$ cat src/rtl/gla_pkg.sv
// shared types, constants and helpers for the gas level alarm block
package gla_pkg;

  localparam int COUNTER_WIDTH = 8;
  localparam int MAX_DECIMALS  = 4;

  localparam int RAW_W    = 16;
  localparam int DEC_IN_W = 8;
  localparam int DEC_W    = 3;
  localparam int GAS_W    = 8;
  localparam int RANGE_W  = 16;
  localparam int THR_W    = 16;
  localparam int SCALE_W  = 14;
  localparam int PROD_W   = THR_W + SCALE_W;

  localparam int CFG_DATA_W = 32;
  localparam int CFG_ADDR_W = 3;

  localparam logic REG_ALARM_THRESHOLD = 1'b0;

  localparam logic [GAS_W-1:0] METHANE_CODE = GAS_W'(1);
  localparam logic [COUNTER_WIDTH-1:0] FAULT_LIMIT = COUNTER_WIDTH'(20);
  localparam logic [COUNTER_WIDTH-1:0] ALARM_LIMIT = COUNTER_WIDTH'(5);
  localparam logic [COUNTER_WIDTH-1:0] COUNTER_MAX = '1;
  localparam logic [DEC_W-1:0] DEC_MAX = DEC_W'(MAX_DECIMALS);

  typedef enum logic [2:0] {
    ST_WAIT   = 3'd0,
    ST_FAULT  = 3'd1,
    ST_NORMAL = 3'd2,
    ST_PRE    = 3'd3,
    ST_COUNT  = 3'd4,
    ST_ALARM  = 3'd5,
    ST_SEND   = 3'd6,
    ST_REPORT = 3'd7
  } state_t;

  typedef struct packed {
    logic [THR_W-1:0] threshold;
    logic [THR_W-1:0] pre_limit;
  } cfg_t;

  typedef struct packed {
    logic [DEC_W-1:0] decimals;
    logic             below_pre;
    logic             below_thr;
    logic             above_thr;
  } cmp_t;

  typedef struct packed {
    logic [RAW_W-1:0]   raw;
    logic               fault;
    logic               methane;
    logic [RANGE_W-1:0] fs_range;
    cmp_t               cmp;
  } item_t;

  typedef struct packed {
    logic [2:0]         machine_state;
    logic               channel_methane;
    logic               show_value;
    logic [RAW_W-1:0]   value_raw;
    logic [DEC_W-1:0]   value_decimals;
    logic               show_start;
    logic [RANGE_W-1:0] range_out;
    logic               alarm_stop;
    logic               report_error;
  } res_t;

  function automatic logic [SCALE_W-1:0] pow10(input logic [DEC_W-1:0] d);
    logic [SCALE_W-1:0] s;
    case (d)
      3'd0:    s = SCALE_W'(1);
      3'd1:    s = SCALE_W'(10);
      3'd2:    s = SCALE_W'(100);
      3'd3:    s = SCALE_W'(1000);
      default: s = SCALE_W'(10000);
    endcase
    return s;
  endfunction

endpackage

$ cat src/rtl/gla_ifs.sv
// valid/ready channel interfaces for sensor items and alarm results
interface gla_in_if;
  import gla_pkg::*;
  logic                valid;
  logic                ready;
  logic [RAW_W-1:0]    conc_raw;
  logic [DEC_IN_W-1:0] decimal_places;
  logic                sensor_fault;
  logic [GAS_W-1:0]    gas_kind;
  logic [RANGE_W-1:0]  sensor_full_range;

  modport source (output valid, conc_raw, decimal_places, sensor_fault,
                  gas_kind, sensor_full_range, input ready);
  modport sink   (input valid, conc_raw, decimal_places, sensor_fault,
                  gas_kind, sensor_full_range, output ready);
endinterface

interface gla_out_if;
  import gla_pkg::*;
  logic               valid;
  logic               ready;
  logic [2:0]         machine_state;
  logic               channel_methane;
  logic               show_value;
  logic [RAW_W-1:0]   value_raw;
  logic [DEC_W-1:0]   value_decimals;
  logic               show_start;
  logic [RANGE_W-1:0] range_out;
  logic               alarm_stop;
  logic               report_error;

  modport source (output valid, machine_state, channel_methane, show_value, value_raw,
                  value_decimals, show_start, range_out, alarm_stop, report_error,
                  input ready);
  modport sink   (input valid, machine_state, channel_methane, show_value, value_raw,
                  value_decimals, show_start, range_out, alarm_stop, report_error,
                  output ready);
endinterface

$ cat src/rtl/gla_cfg.sv
// configuration register file: alarm threshold and derived pre-alarm limit
module gla_cfg
  import gla_pkg::*;
(
  input  logic                  clk,
  input  logic                  rst_n,
  input  logic                  psel,
  input  logic                  penable,
  input  logic                  pwrite,
  input  logic [CFG_ADDR_W-1:0] paddr,
  input  logic [CFG_DATA_W-1:0] pwdata,
  output logic [CFG_DATA_W-1:0] prdata,
  output logic                  pready,
  output cfg_t                  cfg
);

  // floor(thr * 70 / 100) = floor(thr * 7 / 10) by reciprocal multiply
  localparam int MUL_W = 20;
  localparam int THR7_W = THR_W + 3;
  localparam int PP_W = THR7_W + MUL_W;
  localparam int PRE_SHIFT = 23;
  localparam logic [MUL_W-1:0] RECIP_10 = MUL_W'(838861);

  logic [THR_W-1:0]  threshold_r, threshold_nxt;
  logic [THR_W-1:0]  pre_r, pre_nxt;
  logic [THR7_W-1:0] thr7;
  logic [PP_W-1:0]   pre_prod;
  logic              wr_en;
  logic              sel_thr;

  assign sel_thr = (paddr[CFG_ADDR_W-1:2] == REG_ALARM_THRESHOLD);
  assign wr_en   = psel & penable & pwrite & sel_thr;
  assign pready  = 1'b1;

  assign thr7     = {pwdata[THR_W-1:0], 3'b000} - {3'b000, pwdata[THR_W-1:0]};
  assign pre_prod = PP_W'(thr7) * PP_W'(RECIP_10);

  always_comb begin
    threshold_nxt = threshold_r;
    pre_nxt       = pre_r;
    if (wr_en) begin
      threshold_nxt = pwdata[THR_W-1:0];
      pre_nxt       = pre_prod[PRE_SHIFT +: THR_W];
    end
  end

  always_ff @(posedge clk) begin
    if (!rst_n) begin
      threshold_r <= '0;
      pre_r       <= '0;
    end else begin
      threshold_r <= threshold_nxt;
      pre_r       <= pre_nxt;
    end
  end

  always_comb begin
    prdata = '0;
    if (sel_thr) begin
      prdata = CFG_DATA_W'(threshold_r);
    end
  end

  assign cfg.threshold = threshold_r;
  assign cfg.pre_limit = pre_r;

endmodule

$ cat src/rtl/gla_cmp.sv
// decimal clamp and scaled limit comparisons for one reading
module gla_cmp
  import gla_pkg::*;
(
  input  logic [RAW_W-1:0]    raw,
  input  logic [DEC_IN_W-1:0] decimal_places,
  input  cfg_t                cfg,
  output cmp_t                cmp
);

  logic [DEC_W-1:0]   dec;
  logic [SCALE_W-1:0] scale;
  logic [PROD_W-1:0]  pre_scaled;
  logic [PROD_W-1:0]  thr_scaled;
  logic [PROD_W-1:0]  raw_ext;

  assign dec = (decimal_places > DEC_IN_W'(MAX_DECIMALS)) ? DEC_MAX : decimal_places[DEC_W-1:0];
  assign scale = pow10(dec);

  assign pre_scaled = PROD_W'(cfg.pre_limit) * PROD_W'(scale);
  assign thr_scaled = PROD_W'(cfg.threshold) * PROD_W'(scale);
  assign raw_ext    = PROD_W'(raw);

  assign cmp.decimals  = dec;
  assign cmp.below_pre = raw_ext < pre_scaled;
  assign cmp.below_thr = raw_ext < thr_scaled;
  assign cmp.above_thr = raw_ext > thr_scaled;

endmodule

$ cat src/rtl/gla_fsm.sv
// alarm state machine with fault and alarm counters and start flag
module gla_fsm
  import gla_pkg::*;
(
  input  logic  clk,
  input  logic  rst_n,
  input  logic  step,
  input  item_t item,
  output res_t  res
);

  state_t                   state_r, state_nxt;
  logic [COUNTER_WIDTH-1:0] fault_cnt_r, fault_cnt_nxt;
  logic [COUNTER_WIDTH-1:0] alarm_cnt_r, alarm_cnt_nxt;
  logic                     started_r, started_nxt;

  // next state and counters
  always_comb begin
    state_nxt     = ST_WAIT;
    fault_cnt_nxt = fault_cnt_r;
    alarm_cnt_nxt = alarm_cnt_r;
    started_nxt   = started_r;
    unique case (state_r)
      ST_WAIT: begin
        if (item.fault) begin
          state_nxt = ST_FAULT;
        end else if (item.cmp.below_pre) begin
          state_nxt = ST_NORMAL;
        end else if (item.cmp.below_thr) begin
          state_nxt = ST_PRE;
        end else begin
          state_nxt = ST_COUNT;
        end
      end
      ST_FAULT: begin
        state_nxt = (fault_cnt_r > FAULT_LIMIT) ? ST_REPORT : ST_WAIT;
        if (fault_cnt_r != COUNTER_MAX) begin
          fault_cnt_nxt = fault_cnt_r + 1'b1;
        end
      end
      ST_NORMAL, ST_PRE, ST_ALARM: begin
        state_nxt = ST_SEND;
      end
      ST_COUNT: begin
        state_nxt = (alarm_cnt_r > ALARM_LIMIT) ? ST_ALARM : ST_SEND;
        if (alarm_cnt_r != COUNTER_MAX) begin
          alarm_cnt_nxt = alarm_cnt_r + 1'b1;
        end
      end
      ST_SEND: begin
        state_nxt   = ST_WAIT;
        started_nxt = 1'b1;
      end
      ST_REPORT: begin
        state_nxt = ST_WAIT;
      end
      default: begin
        state_nxt = ST_WAIT;
      end
    endcase
  end

  // result fields
  always_comb begin
    res                 = '0;
    res.machine_state   = state_nxt;
    res.channel_methane = item.methane;
    unique case (state_r)
      ST_SEND: begin
        res.show_value     = 1'b1;
        res.value_raw      = item.raw;
        res.value_decimals = item.cmp.decimals;
        res.alarm_stop     = item.cmp.above_thr;
        if (!started_r) begin
          res.show_start = 1'b1;
          res.range_out  = item.fs_range;
        end
      end
      ST_REPORT: begin
        res.report_error = 1'b1;
      end
      default: begin
        res.show_value = 1'b0;
      end
    endcase
  end

  always_ff @(posedge clk) begin
    if (!rst_n) begin
      state_r     <= ST_WAIT;
      fault_cnt_r <= '0;
      alarm_cnt_r <= '0;
      started_r   <= 1'b0;
    end else if (step) begin
      state_r     <= state_nxt;
      fault_cnt_r <= fault_cnt_nxt;
      alarm_cnt_r <= alarm_cnt_nxt;
      started_r   <= started_nxt;
    end
  end

  a_started_sticky: assert property (@(posedge clk) disable iff (!rst_n)
    started_r |=> started_r)
    else $error("start flag cleared");

  a_start_once: assert property (@(posedge clk) disable iff (!rst_n)
    (step && res.show_start) |=> started_r)
    else $error("start report without setting flag");

  a_hold_idle: assert property (@(posedge clk) disable iff (!rst_n)
    !step |=> ($stable(state_r) && $stable(fault_cnt_r) && $stable(alarm_cnt_r)))
    else $error("state moved without a step");

  a_send_shows: assert property (@(posedge clk) disable iff (!rst_n)
    (state_r == ST_SEND) |-> (res.show_value && state_nxt == ST_WAIT))
    else $error("send step without value display");

endmodule

$ cat src/rtl/gas_level_alarm_fsm.sv
// Gas level alarm block: sensor items in, one state/display result out per item.
// The in_ch channel takes one sensor reading per item (raw concentration,
// decimal count, fault flag, gas kind, full range); out_ch delivers exactly one
// result item per reading: the new alarm state and the display commands.
// The threshold register is written over the APB-style port when paddr[2] is 0;
// the pre-alarm limit (70 percent) is derived from it as it is written.
// An input register holds the item with its limit comparisons, then the state
// machine step goes into the output register that drives out_ch.valid.
// With out_ch.ready high, throughput is one item per cycle; the state machine
// advances as an item moves from the input register into the output register.
// When out_ch.ready is low the result holds and one more item can wait in the
// input register; in_ch.ready drops only when both are full and stalled.
// Reset (synchronous, rst_n low) empties both registers, returns the machine
// to wait, clears both counters and the start flag, and sets the threshold to 0.
module gas_level_alarm_fsm
  import gla_pkg::*;
(
  input  logic                  clk,
  input  logic                  rst_n,
  gla_in_if.sink                in_ch,
  gla_out_if.source             out_ch,
  input  logic                  psel,
  input  logic                  penable,
  input  logic                  pwrite,
  input  logic [CFG_ADDR_W-1:0] paddr,
  input  logic [CFG_DATA_W-1:0] pwdata,
  output logic [CFG_DATA_W-1:0] prdata,
  output logic                  pready
);

  cfg_t  cfg;
  cmp_t  in_cmp;
  item_t s1_r, s1_nxt;
  logic  s1_valid_r, s1_valid_nxt;
  res_t  step_res;
  res_t  out_r, out_nxt;
  logic  out_valid_r, out_valid_nxt;
  logic  advance;
  logic  in_take;

  gla_cfg u_cfg (
    .clk     (clk),
    .rst_n   (rst_n),
    .psel    (psel),
    .penable (penable),
    .pwrite  (pwrite),
    .paddr   (paddr),
    .pwdata  (pwdata),
    .prdata  (prdata),
    .pready  (pready),
    .cfg     (cfg)
  );

  gla_cmp u_cmp (
    .raw            (in_ch.conc_raw),
    .decimal_places (in_ch.decimal_places),
    .cfg            (cfg),
    .cmp            (in_cmp)
  );

  gla_fsm u_fsm (
    .clk   (clk),
    .rst_n (rst_n),
    .step  (advance),
    .item  (s1_r),
    .res   (step_res)
  );

  assign advance     = s1_valid_r && (!out_valid_r || out_ch.ready);
  assign in_ch.ready = !s1_valid_r || advance;
  assign in_take     = in_ch.valid && in_ch.ready;

  always_comb begin
    s1_valid_nxt = s1_valid_r;
    s1_nxt       = s1_r;
    if (in_take) begin
      s1_valid_nxt    = 1'b1;
      s1_nxt.raw      = in_ch.conc_raw;
      s1_nxt.fault    = in_ch.sensor_fault;
      s1_nxt.methane  = (in_ch.gas_kind == METHANE_CODE);
      s1_nxt.fs_range = in_ch.sensor_full_range;
      s1_nxt.cmp      = in_cmp;
    end else if (advance) begin
      s1_valid_nxt = 1'b0;
    end
  end

  always_comb begin
    out_valid_nxt = out_valid_r;
    out_nxt       = out_r;
    if (advance) begin
      out_valid_nxt = 1'b1;
      out_nxt       = step_res;
    end else if (out_ch.ready) begin
      out_valid_nxt = 1'b0;
    end
  end

  always_ff @(posedge clk) begin
    if (!rst_n) begin
      s1_valid_r  <= 1'b0;
      out_valid_r <= 1'b0;
    end else begin
      s1_valid_r  <= s1_valid_nxt;
      out_valid_r <= out_valid_nxt;
    end
  end

  always_ff @(posedge clk) begin
    s1_r  <= s1_nxt;
    out_r <= out_nxt;
  end

  assign out_ch.valid           = out_valid_r;
  assign out_ch.machine_state   = out_r.machine_state;
  assign out_ch.channel_methane = out_r.channel_methane;
  assign out_ch.show_value      = out_r.show_value;
  assign out_ch.value_raw       = out_r.value_raw;
  assign out_ch.value_decimals  = out_r.value_decimals;
  assign out_ch.show_start      = out_r.show_start;
  assign out_ch.range_out       = out_r.range_out;
  assign out_ch.alarm_stop      = out_r.alarm_stop;
  assign out_ch.report_error    = out_r.report_error;

  a_s1_holds: assert property (@(posedge clk) disable iff (!rst_n)
    (s1_valid_r && !advance) |=> (s1_valid_r && $stable(s1_r)))
    else $error("stalled item lost from input register");

  a_advance_fills: assert property (@(posedge clk) disable iff (!rst_n)
    advance |=> out_valid_r)
    else $error("stepped item missing from output register");

  a_out_holds: assert property (@(posedge clk) disable iff (!rst_n)
    (out_valid_r && !out_ch.ready) |=> (out_valid_r && $stable(out_r)))
    else $error("stalled result changed before it was taken");

endmodule
$ cat src/flat_wrapper.sv
// flat-port wrapper written by rule: the top's interface ports become plain ports
module gas_level_alarm_fsm_flat import gla_pkg::*;
  (clk, rst_n, psel, penable, pwrite, paddr, pwdata, prdata, pready, in_ch_valid, in_ch_conc_raw, in_ch_decimal_places, in_ch_sensor_fault, in_ch_gas_kind, in_ch_sensor_full_range, in_ch_ready, out_ch_valid, out_ch_machine_state, out_ch_channel_methane, out_ch_show_value, out_ch_value_raw, out_ch_value_decimals, out_ch_show_start, out_ch_range_out, out_ch_alarm_stop, out_ch_report_error, out_ch_ready);
  gla_in_if in_ch_i ();
  gla_out_if out_ch_i ();
  input  logic clk;
  input  logic rst_n;
  input  logic psel;
  input  logic penable;
  input  logic pwrite;
  input  logic [CFG_ADDR_W-1:0] paddr;
  input  logic [CFG_DATA_W-1:0] pwdata;
  output logic [CFG_DATA_W-1:0] prdata;
  output logic pready;
  input wire logic [$bits(in_ch_i.valid)-1:0] in_ch_valid;
  input wire logic [$bits(in_ch_i.conc_raw)-1:0] in_ch_conc_raw;
  input wire logic [$bits(in_ch_i.decimal_places)-1:0] in_ch_decimal_places;
  input wire logic [$bits(in_ch_i.sensor_fault)-1:0] in_ch_sensor_fault;
  input wire logic [$bits(in_ch_i.gas_kind)-1:0] in_ch_gas_kind;
  input wire logic [$bits(in_ch_i.sensor_full_range)-1:0] in_ch_sensor_full_range;
  output wire logic [$bits(in_ch_i.ready)-1:0] in_ch_ready;
  output wire logic [$bits(out_ch_i.valid)-1:0] out_ch_valid;
  output wire logic [$bits(out_ch_i.machine_state)-1:0] out_ch_machine_state;
  output wire logic [$bits(out_ch_i.channel_methane)-1:0] out_ch_channel_methane;
  output wire logic [$bits(out_ch_i.show_value)-1:0] out_ch_show_value;
  output wire logic [$bits(out_ch_i.value_raw)-1:0] out_ch_value_raw;
  output wire logic [$bits(out_ch_i.value_decimals)-1:0] out_ch_value_decimals;
  output wire logic [$bits(out_ch_i.show_start)-1:0] out_ch_show_start;
  output wire logic [$bits(out_ch_i.range_out)-1:0] out_ch_range_out;
  output wire logic [$bits(out_ch_i.alarm_stop)-1:0] out_ch_alarm_stop;
  output wire logic [$bits(out_ch_i.report_error)-1:0] out_ch_report_error;
  input wire logic [$bits(out_ch_i.ready)-1:0] out_ch_ready;
  assign in_ch_i.valid = in_ch_valid;
  assign in_ch_i.conc_raw = in_ch_conc_raw;
  assign in_ch_i.decimal_places = in_ch_decimal_places;
  assign in_ch_i.sensor_fault = in_ch_sensor_fault;
  assign in_ch_i.gas_kind = in_ch_gas_kind;
  assign in_ch_i.sensor_full_range = in_ch_sensor_full_range;
  assign in_ch_ready = in_ch_i.ready;
  assign out_ch_valid = out_ch_i.valid;
  assign out_ch_machine_state = out_ch_i.machine_state;
  assign out_ch_channel_methane = out_ch_i.channel_methane;
  assign out_ch_show_value = out_ch_i.show_value;
  assign out_ch_value_raw = out_ch_i.value_raw;
  assign out_ch_value_decimals = out_ch_i.value_decimals;
  assign out_ch_show_start = out_ch_i.show_start;
  assign out_ch_range_out = out_ch_i.range_out;
  assign out_ch_alarm_stop = out_ch_i.alarm_stop;
  assign out_ch_report_error = out_ch_i.report_error;
  assign out_ch_i.ready = out_ch_ready;
  gas_level_alarm_fsm u_core (.clk(clk), .rst_n(rst_n), .in_ch(in_ch_i), .out_ch(out_ch_i), .psel(psel), .penable(penable), .pwrite(pwrite), .paddr(paddr), .pwdata(pwdata), .prdata(prdata), .pready(pready));
endmodule
$ cat config.mk
export PLATFORM = sky130hd
export DESIGN_NAME = gas_level_alarm_fsm_flat
export DESIGN_NICKNAME = d
export VERILOG_FILES = /design/src/rtl/gla_pkg.sv /design/src/rtl/gla_ifs.sv /design/src/rtl/gla_cfg.sv /design/src/rtl/gla_cmp.sv /design/src/rtl/gla_fsm.sv /design/src/rtl/gas_level_alarm_fsm.sv /design/src/flat_wrapper.sv
export SDC_FILE = /design/constraint.sdc
export NUM_CORES = 1
export LEC_CHECK = 0
export BUFFER_PORTS_ARGS = -buffer_cell sky130_fd_sc_hd__buf_2
export CAP_MARGIN = 15
export CORE_MARGIN = 2
export CORE_UTILIZATION = 45
export CTS_CLUSTER_SIZE = 20
export DETAILED_ROUTE_END_ITERATION = 7
export PLACE_DENSITY_LB_ADDON = 0.25
export SLEW_MARGIN = 20
export SYNTH_ARGS = -nofsm -noshare
export SYNTH_HDL_FRONTEND = slang
export SYNTH_SLANG_ARGS = --single-unit
$ cat constraint.sdc
create_clock -name clk -period 22.2 [get_ports clk]
set_clock_uncertainty 0.1 [all_clocks]
set_input_delay 4.44 -clock clk [delete_from_list [all_inputs] [get_ports clk]]
set_output_delay 4.44 -clock clk [all_outputs]
set_load 0.01 [all_outputs]
# Word level (Yosys, flattened, before mapping)
# Index checks and enable logic that the tools add are counted.
op_classes:
  add_sub_neg: 3
  n_mul: 3
  order_cmp: 6
  eq_ne: 13
  n_mux: 16
  bitwise: 5
  reduce_logical: 16
ops:
  columns: ["op", "count"]
  rows:
  - ["16-bit by 30-bit less-than comparator with 1-bit output", 2]
  - ["16-bit by 14-bit multiplier with 30-bit output", 2]
  - ["14-bit one-hot mux with 4 select lines", 1]
  - ["19-bit by 20-bit multiplier with 39-bit output, second input constant", 1]
  - ["16-bit by 30-bit > comparator with 1-bit output", 1]
  - ["19-bit by 16-bit subtractor with 19-bit output", 1]
  - ["17-bit two-way mux", 1]
  - ["8-bit by 1-bit adder with 8-bit output, second input constant", 2]
  - ["8-bit by 3-bit > comparator with 1-bit output, second input constant", 2]
  - ["16-bit two-way mux", 1]
  - ["8-bit != test, second input constant", 2]
  - ["3-bit two-way mux", 5]
  - ["3-bit one-hot mux with 5 select lines", 1]
  - ["3-bit by 2-bit equality test with 1-bit output, second input constant", 4]
  - ["3-bit equality test, second input constant", 4]
  - ["8-bit by 1-bit equality test with 1-bit output, second input constant", 1]
  - ["8-bit by 5-bit > comparator with 1-bit output, second input constant", 1]
  - ["3-bit by 1-bit equality test with 1-bit output, second input constant", 2]
  - ["3-bit logical NOT", 2]
  - ["1-bit two-way mux", 6]
  - ["3-bit AND reduction", 2]
  - ["2-bit nonzero test", 2]
  - ["2-bit OR reduction", 2]
  - ["1-bit bitwise AND", 3]
  - ["7 further kinds", 11]
totals:
  reg_bits: 137
  input_bits: 91
  output_inout_bits: 78
  word_cells: 87

# Depth between registers and ports, before layout
# Gate-level depths: netlist (run 1).
depth:
  word_depth: 6
  mapped_depth: 37
  depth_no_buf: 36

# Modules after synthesis
# Synthesis (run 1) repeated with hierarchy kept, for this count alone.
unflattened:
  hier_cells: 2773
  hier_area_um2: 25435.6
modules_own_cells:
  columns: ["module", "n_inst", "cells_per_inst", "area_per_inst_um2", "seq_area_each_um2"]
  rows:
  - ["gla_cmp", 1, 1616, 13834.5, 0.0]
  - ["gla_cfg", 1, 884, 7599.8, 640.6]
  - ["gas_level_alarm_fsm", 1, 95, 2596.2, 2532.4]
  - ["gla_fsm", 1, 178, 1405.1, 400.4]

# Least setup slack after synthesis (run 1)
# Ideal clock, no wire load.
synth_timing:
  path_kind: "input to register"
  from: "input port in_ch_decimal_places[5]"
  to: "register u_core.s1_r[2] (netlist bit), data pin"
  setup_ns: 0.271
  arrival_time_ns: 11.692
  required_ns: 21.829
  setup_slack_ns: 10.137
  cell_stages: 30
  n_path_buf: 2
  cell_sequence: "nor2_1 and3_1 and2_1 clkbuf_1 clkbuf_1 nand2_1 or2_2 fa_1 fa_1 inv_1 fa_1 fa_1 fa_1 inv_1 fa_1 inv_1 ha_1 inv_1 o41ai_1 o21ai_0 xor2_1 ha_1 o21a_1 o21ai_0 a2111oi_0 o21ai_0 nor4_1 nand4_1 nor4_1 nand4b_1"
synth_lines:
  columns: ["item", "line", "text"]
  rows:
  - ["from (decl)", "flat_wrapper.sv:17", "input wire logic [$bits(in_ch_i.decimal_places)-1:0] in_ch_decimal_places;"]
  - ["to (signal assigned)", "gas_level_alarm_fsm.sv:110", "s1_r <= s1_nxt;"]
  - ["to (decl)", "gas_level_alarm_fsm.sv:33", "item_t s1_r, s1_nxt;"]

==> results.yml, run 1 <==
outcome:
  status: "finished, final reports clean"
sta:
  tns_ns: 0
  rsz0062_at_grt: "false"
  fin_crit_ns: 13.35
  worstMarginPinSlew_ns: 0.988
  worst_slack_ns: 8.85
  setup_viol: 0
  drv_slew: 0
  fmax_ghz: 0.0749
  final_hold_viol_count: 0
  finalCritPeriodShare_pct: 60.1
  maxSlewHeadroom_pct: 33.9
  hold_ws_ns: 0.321
clock_network:
  cts.clk_slew.worst_paths_ns: 0.06
  clock-sinks: 137
  cts_resized: 0
  cts_hold_buf: 0
  ctsRootBufferMaster: "clkbuf_16"
  cts_buffers: 17
  cts_max_level: 4
  clock_path_buffers: 2
  post-cts-setup-buffers: 0
  insertion_delay_ns: 0.43
  tritoncts: "built"
worst_setup_path:
  cp-endpoint: "u_core.s1_r[2]$_DFFE_PP_"
  crit_path_start_kind: "input port"
  worstReg2RegStart: "u_core.u_cfg.threshold_r[1]$_SDFFE_PN0P_"
  path_max_fanout: 64
  cp_slowest_stage_delay_ns: 0.61
  reg2regPathDepth: 29
  startpoint: "in_ch_decimal_places[7]"
  critPathSlowestCell: "a2111oi_0"
  path_class: "input port to flip-flop"
  ff2ff_setup_slack_ns: 13.92
  reg2reg_to: "u_core.s1_r[0]$_DFFE_PP_"
  endpoint_kind: "flip-flop"
  worstPathRequired_ns: 22.25
  cp.arrival_ns: 13.40
routing:
  vias: 17400
  ant_nets: 0
  drc: 0
  route.met3.wl_um: 2810
  firstDrtPassIters: 6
  top_layer_used: "met5"
  viasPerCell: 5.13
  wl_per_cell_um: 16.3
  wirelength_um: 55300
  drt_iter0_drc: 779
  wl_met1_um: 25500
  met2_wirelength_um: 25500
place:
  finalWeightedCongestion: 0.918
  numPortBuffers: 133
  place_hpwl_um: 47000
  dp_slack_ns: 8.41
synth:
  syn_inst: 2579
  avgSynthCellArea_sq_um: 9.43
  yosysSeqAreaShare_pct: 14.7
  yosysUniqueCellTypes: 77
  ys_warn_count: 0
  synth_edf_count: 83
  ys_ff_latch: 137
  syn_area_sq_mm: 0.0243
  synth-main-ff-cell: "edfxtp_1"
  async_flop_share_pct: 0
final_layout:
  nNetsFinal: 3521
  syn_to_final_growth_pct: 7.84
  diodes: 0
  layout_commonest_cell: "inv_1"
  drive_above_1_share_pct: 7.85
  final_cell_mix: "566 x inv_1, 386 x ha_1, 370 x fa_1, 200 x nand2_1, 133 x buf_2"
global_route:
  grtUsageTotal_pct: 20.8
  grt_pass1_vias: 18700
  grt-ovfl-total: 0
  antenna_found_initial: 1
  grt_pass1_wl_um: 93800
  grt_max_degree: 78
die:
  coreArea_sq_mm: 0.0536
  die_h_um: 236
  rows: 85
  fp.dieW_um: 236
  die_area_sq_mm: 0.0559
  io_pins: 169
  initial_utilization_pct: 45.4
power:
  p_leak_nw: 14.1
  ir_drop_uv: 778
  finalPower_mw: 4.00
  power.density_mw_per_mm2: 153
flow_run:
  cap_violations: 0
min_path:
  holdPathStages: 0
  worstHoldStart: "u_core.s1_r[22]$_DFFE_PP_"
  holdCritPathClass: "flip-flop to flip-flop"
==> per-layer routing <==
layer  track usage (%)  vias up
met5                 0        -
met4              6.39        2
met3              3.39       84
met2              34.6      405
met1              27.8     8428
li1                  -     8440
==> worst min-delay path by stage <==
stage                                                    to  slack [ns]
floorplan           u_core.out_ch.channel_methane$_DFFE_PP_        0.30
global placement    u_core.out_ch.channel_methane$_DFFE_PP_        0.30
detailed placement  u_core.out_ch.channel_methane$_DFFE_PP_        0.32
CTS                 u_core.out_ch.channel_methane$_DFFE_PP_        0.32
global route        u_core.out_ch.channel_methane$_DFFE_PP_        0.33
finish              u_core.out_ch.channel_methane$_DFFE_PP_        0.32
==> metrics by stage <==
step                util, %  area (sq um)  instances
global route           48.9         26200       3383
detailed placement     47.8         25600       3351
CTS                    48.9         26200       3383
floorplan                 -         24400       2594
global placement       47.8         25600       3351
finish                 48.9         26200       3383
==> layout make-up <==
| class | instances | area (sq um) |
|---|---|---|
| Clock buffer | 18 | 429 |
| Clock inverter | 14 | 163 |
| Multi-Input combinational cell | 1805 | 18300 |
| Sequential cell | 137 | 3570 |
| Fill cell | 5046 | 27400 |
| Inverter | 567 | 2130 |
| Tap cell | 696 | 871 |
| Timing Repair Buffer | 146 | 763 |
==> power by group <==
group          internal, mW  total [mW]  switching (mW)
registers             0.287       0.307          0.0207
clock network         0.168       0.282           0.114
logic                  1.49        3.41            1.92
==> kinds of logic (layout without fill, tap and decap cells) <==
kind of cell / after synthesis / in the layout / synth area share (%)
fa+ha+maj: 756 / 756 / 50.3
buf+inv: 652 / 745 / 10.4
compound gates: 315 / 315 / 8.49
xor+xnor: 69 / 69 / 2.49
mux: 13 / 13 / 0.540
other cells: 2 / 17 / 0.0309
simple gates: 635 / 635 / 13.1
flops: 137 / 137 / 14.7
==> state kept, by name, indices dropped and copies added (netlist names), 3 cells and up <==
signal                        flops
u_core.u_cfg.pre_r               16
u_core.s1_r                      40
u_core.out_ch.value_raw          16
u_core.out_ch.range_out          16
u_core.u_fsm.alarm_cnt_r          8
u_core.u_fsm.state_r              3
u_core.u_fsm.fault_cnt_r          8
u_core.out_ch.machine_state       3
u_core.out_ch.value_decimals      3
u_core.u_cfg.threshold_r         16
==> cells in the mapped netlist (6+ instances only) <==
master	count	share of area [%]
or3_1	10	0.26
or2_2	16	0.41
a31oi_1	24	0.62
nand2_1	200	3.1
xnor2_1	43	1.5
nor2b_1	45	1.2
o2111ai_1	6	0.22
nand3_1	37	0.76
and2_1	89	2.3
a211oi_1	11	0.34
nor3_1	21	0.43
fa_1	370	30
clkbuf_2	6	0.12
o21a_1	15	0.46
and3_1	40	1.0
dfxtp_1	54	4.4
a21o_1	43	1.3
a21oi_1	98	2.0
nand2b_1	15	0.39
inv_1	566	8.7
o21ai_0	46	0.95
edfxtp_1	83	10
nand4_1	17	0.44
o31ai_1	6	0.19
a21boi_0	8	0.25
xor2_1	26	0.94
nor4_1	8	0.21
nor2_1	114	1.8
buf_4	17	0.52
mux2i_1	12	0.49
clkbuf_1	56	0.86
o21ai_1	6	0.12
ha_1	386	20
==> worst max-delay path, delay by kind of cell <==
family	cells	cell delay [ns]
compound gates	9	2.27
xor+xnor	1	0.12
fa+ha+maj	8	3.27
buf+inv	6	1.15
simple gates	9	2.11
No activity file was read; power rests on OpenSTA's default activity.
==> run 2: changes to the inputs <==
clock period = 12.1 ns   (was 22.2 ns; I/O delays follow)
==> run 2 against run 1 <==
Cell area hardly changed. Worst setup slack got worse by 7.5 ns. Largest power group unchanged. Sequential power increased by 84%. Total power increased by 83%. Critical endpoint is now u_core.u_cfg.pre_r[13]$_SDFFE_PN0P_.
==> results.yml, run 2 (synthesis results as in run 1) <==
clock_network:
  cts_resized: 0
  cts_max_level: 4
  insertion_delay_ns: 0.44
  cts_hold_buf: 0
  clock-sinks: 137
  ctsRootBufferMaster: "clkbuf_16"
  cts.clk_slew.worst_paths_ns: 0.06
  cts_buffers: 17
  post-cts-setup-buffers: 0
  tritoncts: "built"
  clock_path_buffers: 2
routing:
  viasPerCell: 5.15
  vias: 17500
  wirelength_um: 55800
  firstDrtPassIters: 5
  drt_iter0_drc: 858
  drc: 0
  ant_nets: 0
  wl_per_cell_um: 16.5
worst_setup_path:
  cp.arrival_ns: 11.04
  path_max_fanout: 9
  path_class: "input port to flip-flop"
  crit_family: "adder cells"
  crit_top_cell: "fa_1"
  crit_path_start_kind: "input port"
  cp_num_cells: 35
  cp_slowest_stage_delay_ns: 0.59
  reg2regPathDepth: 25
  worstPathRequired_ns: 12.36
  endpoint_kind: "flip-flop"
  crit_buf_inv: 5
  critPathSlowestCell: "fa_1"
global_route:
  grt_pass1_vias: 18700
  grt-ovfl-total: 0
  grt_max_degree: 78
  antenna_found_initial: 1
  grt_pass1_wl_um: 94700
  grtUsageTotal_pct: 20.9
final_layout:
  final_core_util_pct: 48.9
  final_cell_mix: "566 x inv_1, 386 x ha_1, 370 x fa_1, 200 x nand2_1, 133 x buf_2"
  nNetsFinal: 3525
  stdcell_area_sq_mm: 0.0262
  drive_above_1_share_pct: 7.99
  nFillCells: 5075
  largest_register: "u_core.s1_r"
  layout_commonest_cell: "inv_1"
  syn_to_final_growth_pct: 7.90
  largest_reg_flops: 40
die:
  coreArea_sq_mm: 0.0536
  rows: 85
  io_pins: 169
  initial_utilization_pct: 45.4
  die_h_um: 236
  fp.dieW_um: 236
  die_area_sq_mm: 0.0559
sta:
  drv_slew: 0
  fmax_ghz: 0.0928
  tns_ns: 0
  worstMarginPinSlew_ns: 1.01
  fin_crit_ns: 10.78
  hold_ws_ns: 0.332
  finalCritPeriodShare_pct: 89.1
  rsz0062_at_grt: "false"
  maxSlewHeadroom_pct: 32.4
  final_hold_viol_count: 0
  setup_viol: 0
flow_run:
  cap_violations: 0
place:
  place_hpwl_um: 47700
  numPortBuffers: 133
  finalWeightedCongestion: 0.902
  place_area_sq_mm: 0.0257
outcome:
  status: "finished, final reports clean"
power:
  p_leak_nw: 14.1
  ir_drop_uv: 1420
  power.density_mw_per_mm2: 279
min_path:
  holdPathStages: 0
  holdCritPathClass: "flip-flop to flip-flop"
## run 2: final timing paths
| check | startpoint | endpoint | slack [ns] |
|---|---|---|---|
| hold reg to reg | u_core.s1_r[22]$_DFFE_PP_ | u_core.out_ch.channel_methane$_DFFE_PP_ | 0.33 |
| hold / removal | u_core.s1_r[22]$_DFFE_PP_ | u_core.out_ch.channel_methane$_DFFE_PP_ | 0.33 |
| setup / recovery | pwdata[0] | u_core.u_cfg.pre_r[13]$_SDFFE_PN0P_ | 1.32 |
| setup reg to reg | u_core.u_cfg.pre_r[9]$_SDFFE_PN0P_ | u_core.s1_r[2]$_DFFE_PP_ | 4.02 |
## run 2: area by class of cell
cell class	instances	area [sq um]	area share, %
inverter	567	2130	8.11
clock inverter	14	134	0.510
clock buffer	18	429	1.64
sequential	137	3570	13.6
antenna	1	2.50	0.00954
tap	696	871	3.32
multi-input combinational	1805	18300	69.7
timing repair buffer	150	806	3.07
## run 2: worst register-to-register path, delay by kind of cell, from the launching register on
family | cells | cell delay [ns]
AOI/OAI and AO/OA | 6 | 1.55
xor gates and xnor gates | 1 | 0.20
adders and majority gates | 8 | 3.70
buffers and inverters | 4 | 0.22
DFF | 1 | 0.52
and+or+nand+nor | 6 | 1.51
## run 2: per-stage QoR
step	power, mW	std cells	worst slack, ns
global route	8.39	3387	0.658
floorplan	5.34	2594	2.06
CTS	7.40	3387	1.39
finish	7.33	3388	1.32
global placement	6.67	3355	0.986
detailed placement	6.81	3355	0.931
## run 2: power breakdown
group          total (mW)  internal [mW]  leakage, nW  switching [mW]
Sequential          0.565          0.526         1.26          0.0390
Clock               0.492          0.270        0.267           0.222
Combinational        6.27           2.75         12.5            3.52
## run 2: metal layers
layer  GRT usage (%)  wire (um)  up-vias
met3            2.53       2560       61
met1            28.6      25900     8538
li1                -          -     8451
met5               0         13        -
met4            5.29       1180        2
met2            35.4      26200      407
